`src/hw/rtl/particle_attractor_accel_core_macros.svh`:
```
// Assertion macros used by the RTL of the particle attractor core (pa_fifo).
// The expanding module must have clk and arst_n in scope.
`ifndef PARTICLE_ATTRACTOR_ACCEL_CORE_MACROS_SVH
`define PARTICLE_ATTRACTOR_ACCEL_CORE_MACROS_SVH
`ifndef SYNTHESIS
`define PA_ASSERT_NEVER(lbl, expr) \
	lbl: assert property (@(posedge clk) disable iff (!arst_n) !(expr)) \
		else $error("forbidden condition seen");
`define PA_ASSERT_NEXT(lbl, ante, cons) \
	lbl: assert property (@(posedge clk) disable iff (!arst_n) (ante) |=> (cons)) \
		else $error("next-cycle check failed");
`else
`define PA_ASSERT_NEVER(lbl, expr)
`define PA_ASSERT_NEXT(lbl, ante, cons)
`endif
`endif

```
`src/hw/rtl/pa_fifo.sv`:
```
// ----------------------------------------------------------------------------
// pa_fifo
// Small flop queue between the front and back parts.
// ----------------------------------------------------------------------------
`include "particle_attractor_accel_core_macros.svh"

module pa_fifo #(
	parameter int WIDTH = 1,
	parameter int DEPTH = 4
) (
	input  logic             clk,
	input  logic             arst_n,
	input  logic             push,
	input  logic [WIDTH-1:0] wdata,
	output logic             full,
	input  logic             pop,
	output logic [WIDTH-1:0] rdata,
	output logic             empty
);
	localparam int PTR_W = $clog2(DEPTH);
	localparam int CNT_W = $clog2(DEPTH + 1);

	logic [WIDTH-1:0] mem_q [DEPTH];
	logic [PTR_W-1:0] wr_ptr_q, rd_ptr_q;
	logic [CNT_W-1:0] count_q;

	assign full  = (count_q == CNT_W'(DEPTH));
	assign empty = (count_q == '0);
	assign rdata = mem_q[rd_ptr_q];

	always_ff @(posedge clk) begin
		if (push) begin
			mem_q[wr_ptr_q] <= wdata;
		end
	end

	always_ff @(posedge clk or negedge arst_n) begin
		if (!arst_n) begin
			wr_ptr_q <= '0;
			rd_ptr_q <= '0;
			count_q  <= '0;
		end else begin
			if (push) begin
				wr_ptr_q <= (wr_ptr_q == PTR_W'(DEPTH - 1)) ? '0 : wr_ptr_q + 1'b1;
			end
			if (pop) begin
				rd_ptr_q <= (rd_ptr_q == PTR_W'(DEPTH - 1)) ? '0 : rd_ptr_q + 1'b1;
			end
			if (push && !pop) begin
				count_q <= count_q + 1'b1;
			end else if (pop && !push) begin
				count_q <= count_q - 1'b1;
			end
		end
	end

	`PA_ASSERT_NEVER(a_no_overflow, push && full)
	`PA_ASSERT_NEVER(a_no_underflow, pop && empty)
	`PA_ASSERT_NEXT(a_push_fills, push, !empty)

endmodule

```
`config.mk`:
```
export PLATFORM = sky130hd
export DESIGN_NAME = pa_fifo
export DESIGN_NICKNAME = d
export VERILOG_FILES = /design/src/hw/rtl/pa_fifo.sv
export VERILOG_INCLUDE_DIRS = /design/src /design/src/hw/rtl
export SDC_FILE = /design/constraint.sdc
export NUM_CORES = 1
export LEC_CHECK = 0
export ABC_CLOCK_PERIOD_IN_PS = 1200
export CELL_PAD_IN_SITES_DETAIL_PLACEMENT = 0
export CELL_PAD_IN_SITES_GLOBAL_PLACEMENT = 2
export CORE_MARGIN = 2
export CORE_UTILIZATION = 35
export CTS_CLUSTER_DIAMETER = 200
export DETAILED_ROUTE_END_ITERATION = 6
export DONT_BUFFER_PORTS = 1
export PLACE_DENSITY_LB_ADDON = 0.1
export RECOVER_POWER = 25
export SLEW_MARGIN = 20
export SYNTH_ARGS = -nofsm -noshare
export SYNTH_HDL_FRONTEND = slang
export SYNTH_SLANG_ARGS = --single-unit
export TNS_END_PERCENT = 30
```
`constraint.sdc`:
```
create_clock -name clk -period 1.2 [get_ports clk]
set_input_delay 0.12 -clock clk [delete_from_list [all_inputs] [get_ports clk]]
set_output_delay 0.12 -clock clk [all_outputs]
set_load 0.01 [all_outputs]
```
==> impl_summary.md <==
Pwr
The sequential share of power is 0.422. The combinational cell fraction of total power is 0.417. The clock share of power is 0.161. Of the total power, the share spent switching nets is 0.342. In this run the power spent charging and discharging nets is 0.530 mW. The cell-internal power is 1.02 mW. Summed over all cells, the static leakage comes to 0.311 nW. VDD sags by at most roughly 1000 uV. For this design the ratio of total power to cell area is approximately 2200 nW/um2.

Drt
In the final routed layout, each cell accounts on average for roughly 12 um. In the routed design, unresolved DRC markers number 0. For this block, the routed nets add up to 864 um of wire. The pre-antenna-repair detailed-routing pass consisted of 2 iterations.

The number of nets with antenna violations after routing is 0. The routed layout has 326 vias. The number of DRC markers after the initial detailed-route iteration is 2. The vias per cell is 4.66.

Place
The final RePlAce weighted congestion is 0.752. The HPWL reported at the end of detailed placement is 672 um. Once placement finished, the instance area stood at 601 um2. The number of I/O port buffers is 0. Prior to clock tree synthesis, the placed netlist has a worst setup slack of -0.0543 ns.

Status
The flow ran to the end, but the final reports show violations. The checks that failed: setup timing.

Finish
The final cell area excluding filler cells is 706 um2. The repair_antennas step left the layout with diodes totalling 0. Fill cells in the final layout number between 100 and 150. The fraction of final layout cells sized beyond drive strength 1 is 0.278. The library cells used most frequently in the layout, excluding fill and tap cells, are sky130_fd_sc_hd__dfrtp_1, sky130_fd_sc_hd__ha_1, sky130_fd_sc_hd__inv_1. The number of nets at the end of the flow is 67. Measured on the finished design, the core utilization comes to 0.474. Relative to the synthesized area, the layout overhead comes to 27.0%. The most common cell after layout, fill and taps aside is sky130_fd_sc_hd__dfrtp_1.

CTS
After clock tree synthesis, the clock-pin slew on the worst setup and hold paths is 0.07 ns. The TritonCTS buffer count is 3. In this run the number of H-tree levels came out at 1. The insertion delay of the later-clocked pin in the worst-skew pair is 0.27 ns. The tree built by TritonCTS fans out to 11 sinks. The clock tree from TritonCTS is yes. CTS placed an instance of sky130_fd_sc_hd__clkbuf_4 at the clock tree root. No sink is reached through more buffers than the 2 on the longest clock path.

Timing
Setup violations remaining at the end of the flow were counted as 3. The final-report max-slew violation count is 0. The final-report hold violation count came to 0. The setup skew after layout is 0.00222 ns. The worst slew margin relative to its limit is 0.774. At the pin with the least slew margin, the transition time is 0.339 ns. After layout, the minimum clock period comes to 1.30 ns. The accumulated negative setup slack is -0.180 ns.

Dividing the final minimum period by the clock period gives 1.09. Setup repair after global routing could not meet its margin everywhere. Derived from the worst setup path, the maximum achievable clock frequency is 767 MHz. Across all setup checks in the final design, the least slack found is -0.104 ns. The worst hold slack across all endpoints is around 0.012 ns.

Global route
Across every metal layer, demand over resource in global routing totals 0.112. Summed over all layers, the global routing overflow is 0. The number of antenna violations at the first check in global routing is 0. The first global-routing pass estimated 1.54 mm of wire. Entering global routing, the biggest net connects 8 pins. The via count of the first global-routing pass came to about 380.

Worst setup path
STA classifies the critical path endpoint as an output port. The start-to-end type of the worst setup path is register to output port. In this design, the largest share of critical-path delay is due to multiplexers. Walking the worst path, the cells encountered are mux4_2. The critical path contains buffers and inverters numbering 0 combined.

On the critical path, the stage with the largest delay is an instance of sky130_fd_sc_hd__mux4_2. The critical-path maximum fanout is 2. The data arrival at the endpoint of the critical path is 1.18 ns. In this run the critical register-to-register path is captured at count_q[2]. The critical register-to-register path startpoint is count_q[0]. STA classifies the critical path startpoint as a register.

The register-to-register setup slack is -0.05 ns. The largest stage delay on the critical path is about 0.54 ns. The number of cells on the worst reg-to-reg path is 4. The critical path required time is 1.08 ns.

Synthesis
Of the synthesized area, sequential elements account for 0.532. The cell area that synthesis handed to floorplanning was around 560 um2. Of the total synthesized cell area, the portion taken by AND, OR, NAND and NOR gates is 0.0968. The post-synthesis average cell area is ~13 um2.

The portion of synthesized area spent on multiplexers is 0.101. After synthesis the netlist holds a flip-flop and latch count of 11. After synthesis, the largest family of logic cells by area is adder cells. Of the total synthesized cell area, the portion taken by full adders, half adders and majority gates is 0.171. After technology mapping, the gate count stands at 42.

The Yosys step of the flow raised 0 warnings. The post-synthesis compound-gate area fraction is 0.0180. The number of distinct standard cells referenced by the synthesized netlist is 16. Of the total synthesized cell area, the portion taken by XOR and XNOR cells is 0.0473. The synthesized netlist net count is 54.

Floorplanning
The effective utilization at floorplan is 0.373. After floorplanning, the core was divided into 14 placement rows. The horizontal extent of the die is 43.8 um.

The die outline height is 43.8 um. In this run the count of I/O pins placed on the die edge is 8. The area of the core is around 1500 um2.

The die covers about 1900 um2.

Min path
The beginning of the worst hold path is pop. The worst hold path terminates at rd_ptr_q[0]. Counting instances, the worst hold path has a depth of 1. The kind of path behind the tightest hold check is input port to register.

Run
The max capacitance violation total is 0.
## kinds of logic (layout without fill, tap and decap cells)
group,after synthesis,in the layout
compound gates,2,2
xor+xnor,3,3
fa+ha+maj,7,7
buf+inv,5,17
flops,11,11
mux,4,4
simple gates,10,10
## layout make-up
type / count / area [um2] / area share
inverter: 5 / 18.8 / 0.0266
timing repair buffer: 8 / 77.6 / 0.110
clock buffer: 3 / 22.5 / 0.0319
clock inverter: 1 / 5.00 / 0.00709
tap: 16 / 20.0 / 0.0284
multi-input combinational: 26 / 267 / 0.378
sequential: 11 / 295 / 0.418
## layer usage
metal,wire length (um),global-route usage,part of all wire
met1,362,0.124,0.42
met4,8,0.0364,0.0093
met3,46,0.0458,0.053
met2,446,0.194,0.52
met5,0,0,0
## flip-flops by register name, indices dropped and copies added (netlist names)
register and count:
mem_q 4, count_q 3, rd_ptr_q 2, wr_ptr_q 2
## through the flow
step | instances | power (mW)
floorplan | 42 | 1.01
global placement | 61 | 1.13
detailed placement | 61 | 1.16
CTS | 69 | 1.50
global route | 70 | 1.69
finish | 70 | 1.55
## worst reg2reg max path, stage by stage (launching register included)
cell                      delay [ns]
sky130_fd_sc_hd__dfrtp_1        0.41
sky130_fd_sc_hd__fa_2           0.36
sky130_fd_sc_hd__xor2_1         0.14
sky130_fd_sc_hd__nor2_1         0.11
sky130_fd_sc_hd__xor2_1         0.15
## synth_stat cells, drive strengths merged
| library cell | count | area [um2] |
|---|---|---|
| nor3b | 1 | 7.51 |
| fa | 1 | 20.0 |
| xnor2 | 1 | 8.76 |
| nand2 | 1 | 3.75 |
| xor2 | 2 | 17.5 |
| inv | 5 | 18.8 |
| mux4 | 1 | 22.5 |
| and2 | 4 | 25.0 |
| o21ai | 2 | 10.0 |
| ha | 6 | 75.1 |
| dfrtp | 7 | 175 |
| nor3 | 1 | 5.00 |
| edfxtp | 4 | 120 |
| mux2 | 3 | 33.8 |
| nand3 | 1 | 5.00 |
| nor2 | 2 | 7.51 |
## what timing repair did
item,CTS,global route
buffers inserted,1,0
hold buffers,3,1
endpoints found under the setup margin,5,6
gates resized for setup,2,4
pin swaps,2,2
hold endpoints to repair,13,1
## power by group through the flow
stage          Clock (mW)  Sequential [mW]  Combinational (mW)
5_1_grt             0.283            0.679               0.725
4_1_cts             0.265            0.645               0.588
6_report            0.250            0.654               0.647
2_1_floorplan           0            0.644               0.367
3_5_place_dp            0            0.654               0.508
3_3_place_gp            0            0.647               0.479
## worst max path at each step
stage / depth (start not counted) / from / to / slack [ns]
2_1_floorplan: 4 / count_q[1] / count_q[2] / -0.02
3_3_place_gp: 7 / pop / count_q[2] / -0.03
3_5_place_dp: 7 / pop / count_q[2] / -0.05
4_1_cts: 1 / rd_ptr_q[0] / rdata / -0.12
5_1_grt: 1 / rd_ptr_q[0] / rdata / -0.17
6_report: 1 / rd_ptr_q[0] / rdata / -0.10
No activity file was read; power rests on OpenSTA's default activity.
