### config.mk
export PLATFORM = sky130hd
export DESIGN_NAME = pa_front_flat
export DESIGN_NICKNAME = d
export VERILOG_FILES = /design/src/hw/rtl/particle_attractor_accel_core_macros.svh /design/src/hw/rtl/pa_pkg.sv /design/src/hw/rtl/pa_in_if.sv /design/src/hw/rtl/pa_front.sv /design/src/flat_wrapper.sv
export SDC_FILE = /design/constraint.sdc
export NUM_CORES = 1
export LEC_CHECK = 0
export ABC_AREA = 1
export BUFFER_PORTS_ARGS = -buffer_cell sky130_fd_sc_hd__buf_4
export CAP_MARGIN = 10
export CELL_PAD_IN_SITES_DETAIL_PLACEMENT = 1
export CELL_PAD_IN_SITES_GLOBAL_PLACEMENT = 1
export CORE_AREA = 2 2 238 240
export CTS_BUF_LIST = sky130_fd_sc_hd__clkbuf_16
export DETAILED_ROUTE_END_ITERATION = 8
export DIE_AREA = 0 0 240 242
export HOLD_SLACK_MARGIN = 0.15
export PLACE_DENSITY_LB_ADDON = 0.1
export SYNTH_ARGS = -nofsm -noshare
export SYNTH_HDL_FRONTEND = slang
export SYNTH_SLANG_ARGS = --single-unit
### constraint.sdc
create_clock -name clk -period 17.4 [get_ports clk]
set_input_delay 1.74 -clock clk [delete_from_list [all_inputs] [get_ports clk]]
set_output_delay 1.74 -clock clk [all_outputs]
set_load 0.005 [all_outputs]
### src/hw/rtl/particle_attractor_accel_core_macros.svh
// Assertion macros used by the RTL of the particle attractor core (pa_fifo).
// The expanding module must have clk and arst_n in scope.
`ifndef PARTICLE_ATTRACTOR_ACCEL_CORE_MACROS_SVH
`define PARTICLE_ATTRACTOR_ACCEL_CORE_MACROS_SVH
`ifndef SYNTHESIS
`define PA_ASSERT_NEVER(lbl, expr) \
	lbl: assert property (@(posedge clk) disable iff (!arst_n) !(expr)) \
		else $error("forbidden condition seen");
`define PA_ASSERT_NEXT(lbl, ante, cons) \
	lbl: assert property (@(posedge clk) disable iff (!arst_n) (ante) |=> (cons)) \
		else $error("next-cycle check failed");
`else
`define PA_ASSERT_NEVER(lbl, expr)
`define PA_ASSERT_NEXT(lbl, ante, cons)
`endif
`endif

### src/hw/rtl/pa_pkg.sv
// ----------------------------------------------------------------------------
// pa_pkg
// Types and constants of the particle attractor core.
// ----------------------------------------------------------------------------
package pa_pkg;

	localparam int PA_MAX_ATTR    = 4;
	localparam int PA_QUEUE_DEPTH = 4;

	localparam int POS_W   = 20;
	localparam int OFF_W   = POS_W + 1;
	localparam int STR_W   = 24;
	localparam int ACC_W   = 32;
	localparam int PROD_W  = OFF_W + STR_W;      // offset * strength
	localparam int SQ_W    = 2 * POS_W + 1;      // offset squared
	localparam int DEN_W   = SQ_W + 1;           // squared distance
	localparam int NUM_W   = PROD_W - 1 + 8;     // |offset * strength| * 256
	localparam int QUO_W   = 32;                 // |quotient| <= 2^31
	localparam int TERM_W  = QUO_W + 1;
	localparam int SUM_W   = ACC_W + 4;
	localparam int CFG_IDX_W  = 3;
	localparam int CFG_DATA_W = 64;

	localparam logic [CFG_IDX_W-1:0] REG_COUNT = 3'd0;
	localparam logic [CFG_IDX_W-1:0] REG_WORD0 = 3'd1;

	typedef struct packed {
		logic signed [POS_W-1:0] x;
		logic signed [POS_W-1:0] y;
		logic signed [STR_W-1:0] strength;
	} pa_attr_t;

	typedef struct packed {
		logic signed [OFF_W-1:0] ox;
		logic signed [OFF_W-1:0] oy;
		logic                    active;
	} pa_lane_t;

	typedef struct packed {
		logic signed [ACC_W-1:0] acc_x;
		logic signed [ACC_W-1:0] acc_y;
		logic                    last;
		logic                    coinc;
	} pa_side_t;

endpackage

### src/hw/rtl/pa_in_if.sv
// ----------------------------------------------------------------------------
// pa_in_if
// Particle input channel: valid/ready with position and acceleration.
// ----------------------------------------------------------------------------
interface pa_in_if;
	import pa_pkg::*;
	logic                    valid;
	logic                    ready;
	logic signed [POS_W-1:0] pos_x;
	logic signed [POS_W-1:0] pos_y;
	logic signed [ACC_W-1:0] acc_in_x;
	logic signed [ACC_W-1:0] acc_in_y;
	logic                    last_particle;

	modport source (output valid, pos_x, pos_y, acc_in_x, acc_in_y, last_particle,
		input ready);
	modport sink (input valid, pos_x, pos_y, acc_in_x, acc_in_y, last_particle,
		output ready);
endinterface

### src/hw/rtl/pa_front.sv
// ----------------------------------------------------------------------------
// pa_front
// Accepts particles, forms attractor offsets, flags coincident terms.
// ----------------------------------------------------------------------------
module pa_front #(
	parameter int MAX_ATTRACTORS = 4
) (
	input  logic                                 clk,
	input  logic                                 arst_n,
	pa_in_if.sink                                particle,
	input  pa_pkg::pa_attr_t [MAX_ATTRACTORS-1:0] attr,
	input  logic [MAX_ATTRACTORS-1:0]            lane_en,
	output logic                                 push,
	input  logic                                 full,
	output pa_pkg::pa_lane_t [MAX_ATTRACTORS-1:0] lanes,
	output pa_pkg::pa_side_t                     side
);
	import pa_pkg::*;

	logic                              vld_s1;
	pa_lane_t [MAX_ATTRACTORS-1:0]     lanes_s1;
	pa_side_t                          side_s1;
	pa_lane_t [MAX_ATTRACTORS-1:0]     lanes_d;
	logic                              coinc_d;
	logic                              take;

	assign particle.ready = !vld_s1 || !full;
	assign take = particle.valid && particle.ready;

	always_comb begin
		coinc_d = 1'b0;
		for (int a = 0; a < MAX_ATTRACTORS; a++) begin
			lanes_d[a].ox = OFF_W'(attr[a].x) - OFF_W'(particle.pos_x);
			lanes_d[a].oy = OFF_W'(attr[a].y) - OFF_W'(particle.pos_y);
			lanes_d[a].active = lane_en[a] &&
				((lanes_d[a].ox != '0) || (lanes_d[a].oy != '0));
			if (lane_en[a] && (lanes_d[a].ox == '0) && (lanes_d[a].oy == '0)) begin
				coinc_d = 1'b1;
			end
		end
	end

	always_ff @(posedge clk or negedge arst_n) begin
		if (!arst_n) begin
			vld_s1 <= 1'b0;
		end else if (particle.ready) begin
			vld_s1 <= particle.valid;
		end
	end

	always_ff @(posedge clk) begin
		if (take) begin
			lanes_s1      <= lanes_d;
			side_s1.acc_x <= particle.acc_in_x;
			side_s1.acc_y <= particle.acc_in_y;
			side_s1.last  <= particle.last_particle;
			side_s1.coinc <= coinc_d;
		end
	end

	assign push  = vld_s1 && !full;
	assign lanes = lanes_s1;
	assign side  = side_s1;

endmodule

### src/flat_wrapper.sv
// flat-port wrapper written by rule: the top's interface ports become plain ports
module pa_front_flat import pa_pkg::*;
#(
	parameter int MAX_ATTRACTORS = 4
)
  (clk, arst_n, attr, lane_en, push, full, lanes, side, particle_valid, particle_pos_x, particle_pos_y, particle_acc_in_x, particle_acc_in_y, particle_last_particle, particle_ready);
  pa_in_if particle_i ();
  input  logic clk;
  input  logic arst_n;
  input  pa_pkg::pa_attr_t [MAX_ATTRACTORS-1:0] attr;
  input  logic [MAX_ATTRACTORS-1:0] lane_en;
  output logic push;
  input  logic full;
  output pa_pkg::pa_lane_t [MAX_ATTRACTORS-1:0] lanes;
  output pa_pkg::pa_side_t side;
  input wire logic [$bits(particle_i.valid)-1:0] particle_valid;
  input wire logic [$bits(particle_i.pos_x)-1:0] particle_pos_x;
  input wire logic [$bits(particle_i.pos_y)-1:0] particle_pos_y;
  input wire logic [$bits(particle_i.acc_in_x)-1:0] particle_acc_in_x;
  input wire logic [$bits(particle_i.acc_in_y)-1:0] particle_acc_in_y;
  input wire logic [$bits(particle_i.last_particle)-1:0] particle_last_particle;
  output wire logic [$bits(particle_i.ready)-1:0] particle_ready;
  assign particle_i.valid = particle_valid;
  assign particle_i.pos_x = particle_pos_x;
  assign particle_i.pos_y = particle_pos_y;
  assign particle_i.acc_in_x = particle_acc_in_x;
  assign particle_i.acc_in_y = particle_acc_in_y;
  assign particle_i.last_particle = particle_last_particle;
  assign particle_ready = particle_i.ready;
  pa_front #(.MAX_ATTRACTORS(MAX_ATTRACTORS)) u_core (.clk(clk), .arst_n(arst_n), .particle(particle_i), .attr(attr), .lane_en(lane_en), .push(push), .full(full), .lanes(lanes), .side(side));
endmodule
==> results of run 1 <==
-- per-layer routing --
layer | vias up | part of all wire
met5 | - | 0.00049
met4 | 6 | 0.027
met3 | 107 | 0.064
met2 | 476 | 0.49
met1 | 9227 | 0.42
li1 | 9688 | -
-- area by class of cell --
class                      instances  share of cell area
multi-input combinational       1904               0.394
sequential                       239               0.287
timing repair buffer             516               0.155
inverter                         581              0.0873
tap                              756              0.0379
clock buffer                      30              0.0301
clock inverter                    24             0.00892
antenna                            2            0.000200
-- cells by family (layout without fill, tap and decap cells) --
group	count (synthesis)	after routing	synth area share
XOR/XNOR	29	29	0.0132
AO/OA/AOI/OAI	158	158	0.0434
buffers and inverters	582	1151	0.114
other	0	2	0
flip-flops	239	239	0.374
AND/OR/NAND/NOR	1549	1549	0.343
adder cells (fa/ha/maj)	168	168	0.113
-- registers in the layout, summed over array words and instances (netlist names) --
register	count
u_core.lanes	172
u_core.side	66
u_core.vld_s1	1
-- worst max-delay path by stage --
stage	from	end	cells after the start
4_1_cts	full	u_core.lanes[58]	4
6_report	full	u_core.side[0]	4
3_3_place_gp	full	u_core.lanes[132]	4
5_1_grt	full	u_core.lanes[58]	4
3_5_place_dp	full	u_core.lanes[143]	4
2_1_floorplan	particle_valid	u_core.lanes[0]	2
-- power by group through the flow --
stage	clock network (mW)	registers (mW)	logic, mW
6_report	0.629	0.723	0.632
5_1_grt	0.661	0.727	0.708
4_1_cts	0.644	0.724	0.636
3_5_place_dp	0	0.735	0.632
3_3_place_gp	0	0.733	0.618
2_1_floorplan	0	0.751	0.351
-- tightest hold or removal path, stage by stage, from the launching register on --
cell and delay, ns:
dfrtp_1 0.41, nand2_1 0.10, nand2_1 0.05
-- cell usage in the layout (no fill, tap or decap), drive strengths merged --
| cell type | instances |
|---|---|
| a21oi | 123 |
| nand4 | 41 |
| ha | 160 |
| o21a | 2 |
| inv | 583 |
| nand3 | 173 |
| xnor2 | 14 |
| nor4 | 8 |
| xor2 | 15 |
| nand3b | 47 |
| and2 | 5 |
| buf | 516 |
| o21ai | 24 |
| a21boi | 2 |
| or2 | 5 |
| fa | 8 |
| bufinv | 3 |
| a31oi | 1 |
| nor2 | 213 |
| dfrtp | 1 |
| nand2 | 1026 |
| nor3 | 31 |
| o21bai | 6 |
| clkinvlp | 5 |
| edfxtp | 238 |
| clkbuf | 30 |
| clkinv | 14 |
| diode | 2 |
==> results.txt, run 1 <==
pin count of the biggest net entering global routing -> 75
TNS Setup -> 0 ns
startpoint of the lowest-slack hold path -> u_core.vld_s1
placer's final routability congestion estimate -> 0.927
number of standard-cell rows in the floorplan -> 87
result of the run -> finished clean
grt ovf -> 0
remaining routing DRC violations -> 0
cell at the slowest stage of the critical path -> buf_4
met3 Use GR -> 0.0495
initial antenna violation count -> 4
met1 track utilization from global routing -> 0.319
number of enable flip-flop cells after synthesis -> 238
io pins -> 609
1st-iter DRT viols -> 931
critical path capture point type -> flip-flop
arrival time reported for the critical path endpoint -> 4.60 ns
data required time at the worst endpoint -> 17.61 ns
post-place instance area -> 0.0240 mm^2
register area -> 0.00717 mm^2
Final min period -> 4.39 ns
Synth-to-Final Area Change -> 30.2%
post-route cell area -> 0.0250 mm^2
Worst Slack Setup Final -> 13.01 ns
post-route clock period utilization -> 0.252
post-layout util -> 0.448
Power per Cell Area -> 79.4 mW/mm^2
cell accounting for the most synthesized area -> edfxtp_1
busiest layer in global routing -> met2
number of fill cells in the layout -> 7174
hpwl dp -> 65800 um
beginning of the worst register-to-register path -> u_core.vld_s1
combined buffer and inverter count along the critical path -> 3
Hold WS -> 0.599 ns
met2 Track Usage GR -> 0.454
cell repeated most along the worst path -> buf_4
Fin. Hold Viols -> 0
portion of the post-synthesis area used by sequential elements -> 0.374
TritonCTS buffer count -> 30
proportion of layout cells with a drive suffix above 1 -> 0.191
Clock transition at path regs -> 0.06 ns
synthesized area divided by synthesized cell count -> 7.04 um^2
register bit count reported by yosys -> 239
# setup viols final -> 0
cts hold-fix bufs -> 0
number of warning messages in the yosys log -> 0
routed via count divided by cell count -> 4.81
Post-CTS Setup Repair Bufs -> 0
IO Port Bufs -> 512
chain of cells forming the critical path -> buf_4, a21oi_4, buf_4, buf_4
Highest Clock Rate -> 0.228 GHz
Max H-tree Level -> 1
WHS Endpoint -> u_core.vld_s1
worst supply voltage drop on vdd -> 0.0794 mV
cell depth of the worst hold path -> 2
cell types with the highest counts after synthesis -> 997 x nand2_1, 578 x inv_1, 238 x edfxtp_1
horizontal die dimension -> 240 um
CTS tree -> done
startpoint types -> primary input
combined area of the multi-input logic cells -> 0.00983 mm^2
Post-layout nets -> 3809
routed length per placed instance -> 19.1 um
cell-internal power -> 1.31 mW
starting utilization of the core area -> 0.344
source-to-sink clock delay at the later pin of the worst-skew pair -> 0.60 ns
Leakage -> 13.3 nW
die boundary height -> 242 um
NetSw -> 0.679 mW
Critical Path Fanout Max -> 73
number of clock sinks seen by CTS -> 239
proportion of netlist area held by the largest area contributor -> 0.373
critical register-to-register path endpoint -> u_core.side[0]
remaining antenna violation count after routing -> 0
most common flop cell mapped by yosys -> edfxtp_1
clock power share -> 0.317
CORE AREA -> 0.0557 mm^2
unrepaired setup endpoints after global routing -> false
non-filler instance count after layout -> 4052
pre-CTS worst setup slack -> 12.39 ns
Cells after Synth -> 2725
Max-Slew Margin vs Limit -> 0.255
asr flop ratio synth -> 0.00418
library cell with the highest instance count after synthesis -> nand2_1
overall die area -> 0.0581 mm^2
R2R cell count -> 3
global-route wire length before repair -> 114000 um
Final Slew Violations -> 0
transition time at the pin with the least slew margin -> 1.11 ns
net count after synthesis -> 3262
cell type group with the largest total delay on the critical path -> buffers and inverters
vias post-DR -> 19500
clock buffer depth -> 3
# resized after CTS -> 0
gr usage total -> 0.257
summed instance area of the synthesized netlist -> 0.0192 mm^2
worst hold path type -> reg2reg
synth unique cells -> 32
critical path class -> in2reg
placed insts -> 3996
total chip power -> 1.98 mW
top cells by area in the synthesized netlist -> edfxtp_1 37%, nand2_1 20%, inv_1 11%
Worst Clk Skew -> 0.0102 ns
register-to-register path setup slack -> 13.85 ns
detailed-route wire length -> 77400 um
vias in the first global route -> 19900
Sw Share -> 0.342
drt first pass iters -> 5
cell at the root of the clock tree -> clkbuf_16
part of the total power dissipated in sequential elements -> 0.364
stage delay of the slowest cell on the critical path -> 0.88 ns
max-cap check violation count -> 0
combinational group share of total power -> 0.319
Note: power is estimated with default switching activity, not from simulation.
==> run 2, diff against run 1 <==
- CORE_AREA: 2 2 238 240 -> 2 2 245 247
- DIE_AREA: 0 0 240 242 -> 0 0 247 249
- clock period: 17.4 -> 3.86 ns (I/O delays scaled with it)
==> run 2 against run 1 <==
Compared with the run above: sequential share of layout area decreased by 0.85 points; worst setup slack worse by 12 ns; via count rose by 1.4%; first-iteration DRC count fell by 8.1%; die area grew 5.9%; critical path depth grew 13; register-to-register slack lost 12 ns; clock skew is 0.0023 ns higher; total power grew to 4.5 times the previous value; clock power grew to 4.3 times the previous value; wire length up 2.4%; largest cell class unchanged.
==> results.txt, run 2 (same netlist as run 1, synthesis figures left out) <==
Crit. Startpoint -> particle_pos_y[17] (was full)
arrival time reported for the critical path endpoint -> 3.13 ns (was 4.60 ns)
post-layout util -> 0.439 (was 0.448)
1st-iter DRT viols -> 856 (was 931)
routed length per placed instance -> 19.1 um (about the same)
worst supply voltage drop on vdd -> 0.335 mV (was 0.0794 mV)
commonest non-fill, non-tap cells in the layout -> 997 x nand2_1, 581 x inv_1, 515 x buf_4 (was 997 x nand2_1, 578 x inv_1, 516 x buf_4)
# resized after CTS -> 0 (unchanged)
Power per Cell Area -> 345 mW/mm^2 (was 79.4 mW/mm^2)
post-route cell area -> 0.0257 mm^2 (was 0.0250 mm^2)
remaining routing DRC violations -> 0 (unchanged)
Critical Path Fanout Max -> 6 (was 73)
Clock transition at path regs -> 0.06 ns (about the same)
routed via count divided by cell count -> 4.77 (was 4.81)
cell at the root of the clock tree -> clkbuf_16 (unchanged)
vias in the first global route -> 20500 (was 19900)
unrepaired setup endpoints after global routing -> false (unchanged)
startpoint types -> primary input (unchanged)
number of fill cells in the layout -> 7496 (was 7174)
worst hold path type -> in2reg (was reg2reg)
Post-layout nets -> 3884 (was 3809)
register-to-register path setup slack -> 1.89 ns (was 13.85 ns)
clock buffer depth -> 3 (unchanged)
grt ovf -> 0 (unchanged)
Max-Slew Margin vs Limit -> 0.537 (was 0.255)
detailed-route wire length -> 79200 um (was 77400 um)
CORE AREA -> 0.0587 mm^2 (was 0.0557 mm^2)
starting utilization of the core area -> 0.327 (was 0.344)
overall die area -> 0.0615 mm^2 (was 0.0581 mm^2)
global-route wire length before repair -> 118000 um (was 114000 um)
initial antenna violation count -> 5 (was 4)
Worst Clk Skew -> 0.0125 ns (was 0.0102 ns)
source-to-sink clock delay at the later pin of the worst-skew pair -> 0.60 ns (about the same)
pre-CTS worst setup slack -> 0.568 ns (was 12.39 ns)
placed insts -> 4015 (was 3996)
drt first pass iters -> 5 (unchanged)
R2R cell count -> 2 (was 3)
gr usage total -> 0.252 (was 0.257)
hpwl dp -> 65800 um (about the same)
placer's final routability congestion estimate -> 0.957 (was 0.927)
Highest Clock Rate -> 0.376 GHz
Max H-tree Level -> 1 (unchanged)
TNS Setup -> 0 ns (unchanged)
Leakage -> 13.7 nW (was 13.3 nW)
number of clock sinks seen by CTS -> 239 (unchanged)
most common cell after layout, fill and taps aside -> nand2_1 (unchanged)
Synth-to-Final Area Change -> 34.2% (was 30.2%)
max-cap check violation count -> 0 (unchanged)
number of standard-cell rows in the floorplan -> 89 (was 87)
data required time at the worst endpoint -> 4.33 ns (was 17.61 ns)
Final Slew Violations -> 0 (unchanged)
critical register-to-register path endpoint -> u_core.lanes[113] (was u_core.side[0])
Fin. Hold Viols -> 0 (unchanged)
TritonCTS buffer count -> 30 (unchanged)
result of the run -> finished clean (unchanged)
# setup viols final -> 0 (unchanged)
transition time at the pin with the least slew margin -> 0.693 ns (was 1.11 ns)
Worst Slack Setup Final -> 1.20 ns (was 13.01 ns)
remaining antenna violation count after routing -> 0 (unchanged)
post-place instance area -> 0.0241 mm^2 (was 0.0240 mm^2)
max reg flops -> 172 (unchanged)
proportion of layout cells with a drive suffix above 1 -> 0.186 (was 0.191)
Post-CTS Setup Repair Bufs -> 0 (unchanged)
die boundary height -> 249 um (was 242 um)
io pins -> 609 (unchanged)
post-route clock period utilization -> 0.689
CTS tree -> done (unchanged)
end point of the critical path -> u_core.side[0] (unchanged)
critical path class -> in2reg (unchanged)
Final min period -> 2.66 ns
non-filler instance count after layout -> 4145 (was 4052)
pin count of the biggest net entering global routing -> 101 (was 75)
IO Port Bufs -> 512 (unchanged)
beginning of the worst register-to-register path -> u_core.vld_s1 (unchanged)
vias post-DR -> 19800 (was 19500)
critical path capture point type -> flip-flop (unchanged)
horizontal die dimension -> 247 um (was 240 um)
==> run 2: layer usage <==
| layer | global-route usage | vias up | wire length (um) |
|---|---|---|---|
| li1 | - | 9835 | - |
| met1 | 0.306 | 9345 | 33000 |
| met2 | 0.437 | 486 | 38400 |
| met3 | 0.0516 | 107 | 5040 |
| met4 | 0.0866 | 4 | 2780 |
| met5 | 0 | - | 27 |
==> run 2: how the worst min path moves through the flow <==
stage	start	end	depth (start not counted)	slack (ns)
after floorplan	arst_n	u_core.vld_s1	0	0.09
after global placement	arst_n	u_core.vld_s1	1	0.16
after detailed placement	arst_n	u_core.vld_s1	1	0.17
after CTS	attr[172]	u_core.lanes[108]	4	0.23
after global routing	attr[172]	u_core.lanes[108]	4	0.26
final	attr[172]	u_core.lanes[108]	4	0.27
==> run 2: critical path, cell delays in order <==
cell and delay (ns):
buf_4 0.11, inv_1 0.40, ha_1 0.40, a21oi_1 0.29, o21ai_0 0.14, a21oi_1 0.19
nand2_1 0.07, nand2_1 0.06, nand2_1 0.14, nor2_1 0.14, nand3_1 0.07, nor2_1 0.22
buf_4 0.18, nand3_1 0.07, nand2_1 0.09, inv_1 0.08, nand2_1 0.08
==> run 2: power by group <==
group | switching, mW | total (mW) | internal, mW
combinational | 1.78 | 2.92 | 1.14
clock | 1.20 | 2.69 | 1.49
sequential | 0.0806 | 3.26 | 3.18
==> run 2: through the flow <==
step / total power [mW] / hold WS (ns)
4_1_cts: 8.93 / 0.232
5_1_grt: 9.40 / 0.259
3_5_place_dp: 6.16 / 0.166
6_report: 8.87 / 0.265
3_3_place_gp: 6.10 / 0.163
2_1_floorplan: 4.92 / 0.0904
==> run 2: what timing repair did <==
item,CTS,global route
setup endpoints to repair,0,0
hold buffers,73,0
hold endpoints to repair,71,0
==> run 2: final cells by class <==
cell class / instances / area [um^2] / share of cell area
clock buffer: 30 / 751 / 0.0292
multi-input combinational: 1904 / 9830 / 0.382
tap: 773 / 967 / 0.0376
timing repair buffer: 591 / 4660 / 0.181
inverter: 581 / 2180 / 0.0847
clock inverter: 23 / 173 / 0.00671
sequential: 239 / 7170 / 0.279
antenna: 4 / 10.0 / 0.000389
==> run 3, diff against run 2 <==
- ABC_AREA: 1 -> 0
- CORE_AREA: 2 2 245 247 -> 2 2 234 236
- DIE_AREA: 0 0 247 249 -> 0 0 236 238
- clock period: 3.86 -> 2.3 ns (I/O delays scaled with it)
==> run 3 against run 2 <==
Compared with the run above: the run now ends with negative setup slack left; sequential share of layout area down 3.8 points; non-clock buffer count up 687; critical path depth down 1; hold slack worse by 0.096 ns; die area down 8.7%; first-iteration DRC count down 18%; synthesized area down 16%; global-route usage up 2.4 points; critical path type unchanged; largest cell class is now non-clock buffers.
==> results.txt, run 3 <==
CORE AREA -> 0.0535 mm^2 (was 0.0587 mm^2)
vias in the first global route -> 19100 (was 20500)
register bit count reported by yosys -> 239 (unchanged)
routed length per placed instance -> 22.7 um (was 19.1 um)
met1 layer wirelength in the final routing -> 34100 um (was 33000 um)
number of clock sinks seen by CTS -> 239 (unchanged)
placed insts -> 3333 (was 4015)
most common flop cell mapped by yosys -> edfxtp_1 (unchanged)
clock buffer depth -> 3 (unchanged)
synth unique cells -> 81 (was 32)
number of fill cells in the layout -> 5858 (was 7496)
remaining antenna violation count after routing -> 0 (unchanged)
Post-layout nets -> 3353 (was 3884)
max-cap check violation count -> 0 (unchanged)
number of standard-cell rows in the floorplan -> 85 (was 89)
hpwl dp -> 63900 um (was 65800 um)
CTS tree -> done (unchanged)
Max-Slew Margin vs Limit -> 0.477 (was 0.537)
Power per Cell Area -> 600 mW/mm^2 (was 345 mW/mm^2)
proportion of netlist area held by the largest area contributor -> 0.444 (was 0.373)
result of the run -> finished with violations (was finished clean)
library cell with the highest instance count after synthesis -> edfxtp_1 (was nand2_1)
asr flop ratio synth -> 0.00418 (unchanged)
overall die area -> 0.0562 mm^2 (was 0.0615 mm^2)
IO Port Bufs -> 512 (unchanged)
source-to-sink clock delay at the later pin of the worst-skew pair -> 0.61 ns (was 0.60 ns)
worst hold path type -> in2reg (unchanged)
1st-iter DRT viols -> 699 (was 856)
met3 routed wirelength -> 3470 um (was 5040 um)
startpoint types -> primary input (unchanged)
number of warning messages in the yosys log -> 0 (unchanged)
horizontal die dimension -> 236 um (was 247 um)
proportion of layout cells with a drive suffix above 1 -> 0.530 (was 0.186)
cell accounting for the most synthesized area -> edfxtp_1 (unchanged)
drt first pass iters -> 4 (was 5)
remaining routing DRC violations -> 0 (unchanged)
portion of the post-synthesis area used by sequential elements -> 0.445 (was 0.374)
top cells by area in the synthesized netlist -> edfxtp_1 44%, ha_1 12%, xnor2_1 4.2% (was edfxtp_1 37%, nand2_1 20%, inv_1 11%)
Worst Slack Setup Final -> -1.12 ns (was 1.20 ns)
die boundary height -> 238 um (was 249 um)
gr usage total -> 0.276 (was 0.252)
Worst Clk Skew -> 0.0223 ns (was 0.0125 ns)
transition time at the pin with the least slew margin -> 0.765 ns (was 0.693 ns)
max reg flops -> 172 (unchanged)
met2 wire length -> 40700 um (was 38400 um)
vias post-DR -> 17600 (was 19800)
net count after synthesis -> 2069 (was 3262)
TritonCTS buffer count -> 31 (was 30)
Critical Path Fanout Max -> 3 (was 6)
# setup viols final -> 11 (was 0)
most common cell after layout, fill and taps aside -> buf_4 (was nand2_1)
post-route clock period utilization -> 1.49
data required time at the worst endpoint -> 2.65 ns (was 4.33 ns)
starting utilization of the core area -> 0.301 (was 0.327)
Highest Clock Rate -> 0.292 GHz
placer's final routability congestion estimate -> 0.908 (was 0.957)
non-filler instance count after layout -> 3539 (was 4145)
routed via count divided by cell count -> 4.98 (was 4.77)
pin count of the biggest net entering global routing -> 56 (was 101)
Final min period -> 3.42 ns
critical path class -> in2reg (unchanged)
critical path capture point type -> flip-flop (unchanged)
Synth-to-Final Area Change -> 85.0% (was 34.2%)
Max H-tree Level -> 1 (unchanged)
violated checks -> negative setup slack
Fin. Hold Viols -> 0 (unchanged)
Leakage -> 13.4 nW (was 13.7 nW)
arrival time reported for the critical path endpoint -> 3.77 ns (was 3.13 ns)
commonest non-fill, non-tap cells in the layout -> 1134 x buf_4, 238 x edfxtp_1, 123 x ha_1 (was 997 x nand2_1, 581 x inv_1, 515 x buf_4)
Final Slew Violations -> 0 (unchanged)
Cells after Synth -> 1532 (was 2725)
top layer reached by signal wires -> met5 (unchanged)
synthesized area divided by synthesized cell count -> 10.5 um^2 (was 7.04 um^2)
grt ovf -> 0 (unchanged)
cell types with the highest counts after synthesis -> 238 x edfxtp_1, 160 x ha_1, 132 x a21oi_1 (was 997 x nand2_1, 578 x inv_1, 238 x edfxtp_1)
io pins -> 609 (unchanged)
initial antenna violation count -> 7 (was 5)
detailed-route wire length -> 80200 um (was 79200 um)
Clock transition at path regs -> 0.06 ns (about the same)
summed instance area of the synthesized netlist -> 0.0161 mm^2 (was 0.0192 mm^2)
global-route wire length before repair -> 117000 um (was 118000 um)
Hold WS -> 0.169 ns (was 0.265 ns)
worst supply voltage drop on vdd -> 0.634 mV (was 0.335 mV)
number of enable flip-flop cells after synthesis -> 238 (unchanged)
unrepaired setup endpoints after global routing -> true (was false)
cell at the root of the clock tree -> clkbuf_16 (unchanged)
-- run 3: where the power goes --
| part | switching [mW] | total, mW | internal, mW |
|---|---|---|---|
| combinational | 3.24 | 7.01 | 3.77 |
| clock | 2.16 | 5.30 | 3.14 |
| sequential | 0.172 | 5.57 | 5.40 |
-- run 3: worst max-delay path, stage by stage --
cell	delay (ns)
buf_4	0.09
clkinvlp_4	0.18
ha_4	0.30
a21o_4	0.22
buf_4	0.14
a21oi_2	0.14
nor2_1	0.07
nor3_2	0.17
xnor2_1	0.10
or4_4	0.52
nor4_2	0.21
buf_4	0.15
nand4b_1	0.09
or4_1	0.51
or4_4	0.44
o21a_1	0.20
-- run 3: area by class of cell --
type,count,area (um^2),area share
repair buffers,1278,10200,0.342
multi-input cells,1164,10000,0.337
flip-flops and latches,239,7170,0.241
well taps,696,871,0.0292
clock buffers,31,776,0.0260
inverters,102,444,0.0149
clock inverters,27,310,0.0104
diodes,2,5.00,0.000168
-- run 3: metrics by stage --
| stage | utilization | setup TNS [ns] | worst slack [ns] | area, um^2 | total power [mW] |
|---|---|---|---|---|---|
| 5_1_grt | 0.557 | -8.40 | -1.26 | 29800 | 18.7 |
| 4_1_cts | 0.546 | -7.31 | -1.13 | 29200 | 17.7 |
| 2_1_floorplan | - | -67.86 | -1.26 | 16400 | 7.98 |
| 3_5_place_dp | 0.482 | -48.98 | -1.97 | 25800 | 11.6 |
| 6_report | 0.557 | -7.39 | -1.12 | 29800 | 17.9 |
| 3_3_place_gp | 0.482 | -46.25 | -1.96 | 25800 | 11.5 |
-- run 3: final timing paths --
check                                        from                end  slack (ns)  depth (start not counted)
worst max-delay path            particle_pos_y[6]   u_core.lanes[86]       -1.12                         16
worst min-delay path                    attr[171]  u_core.lanes[107]        0.17                          4
worst max register to register      u_core.vld_s1   u_core.lanes[72]        0.73                          4
worst min register to register      u_core.vld_s1  u_core.lanes[149]        0.83                          2
max in group asynchronous                  arst_n      u_core.vld_s1        1.71                          3
min in group asynchronous                  arst_n      u_core.vld_s1        0.49                          3
-- run 3: timing repair --
item                       4_1_cts  5_1_grt
pin swaps                       94       55
hold buffers                    83        0
cloned                           0        0
hold endpoints to repair        82        0
buffers inserted                50       24
setup endpoints to repair       29       25
resized for setup              220       97
-- run 3: cell families (layout without fill, tap and decap cells) --
| group | after synthesis | in the layout | share of synthesized area |
|---|---|---|---|
| buffers and inverters | 129 | 1438 | 0.0302 |
| XOR/XNOR | 123 | 123 | 0.0669 |
| AND/OR/NAND/NOR | 436 | 436 | 0.141 |
| other | 0 | 2 | 0 |
| AO/OA/AOI/OAI | 434 | 434 | 0.181 |
| flip-flops | 239 | 239 | 0.445 |
| multiplexers | 3 | 3 | 0.00187 |
| adder cells (fa/ha/maj) | 168 | 168 | 0.134 |
-- run 3: per-layer routing --
layer,track usage,vias to the layer above
met1,0.342,8747
met3,0.0418,91
met5,0,-
met2,0.502,387
met4,0.0650,10
li1,-,8389
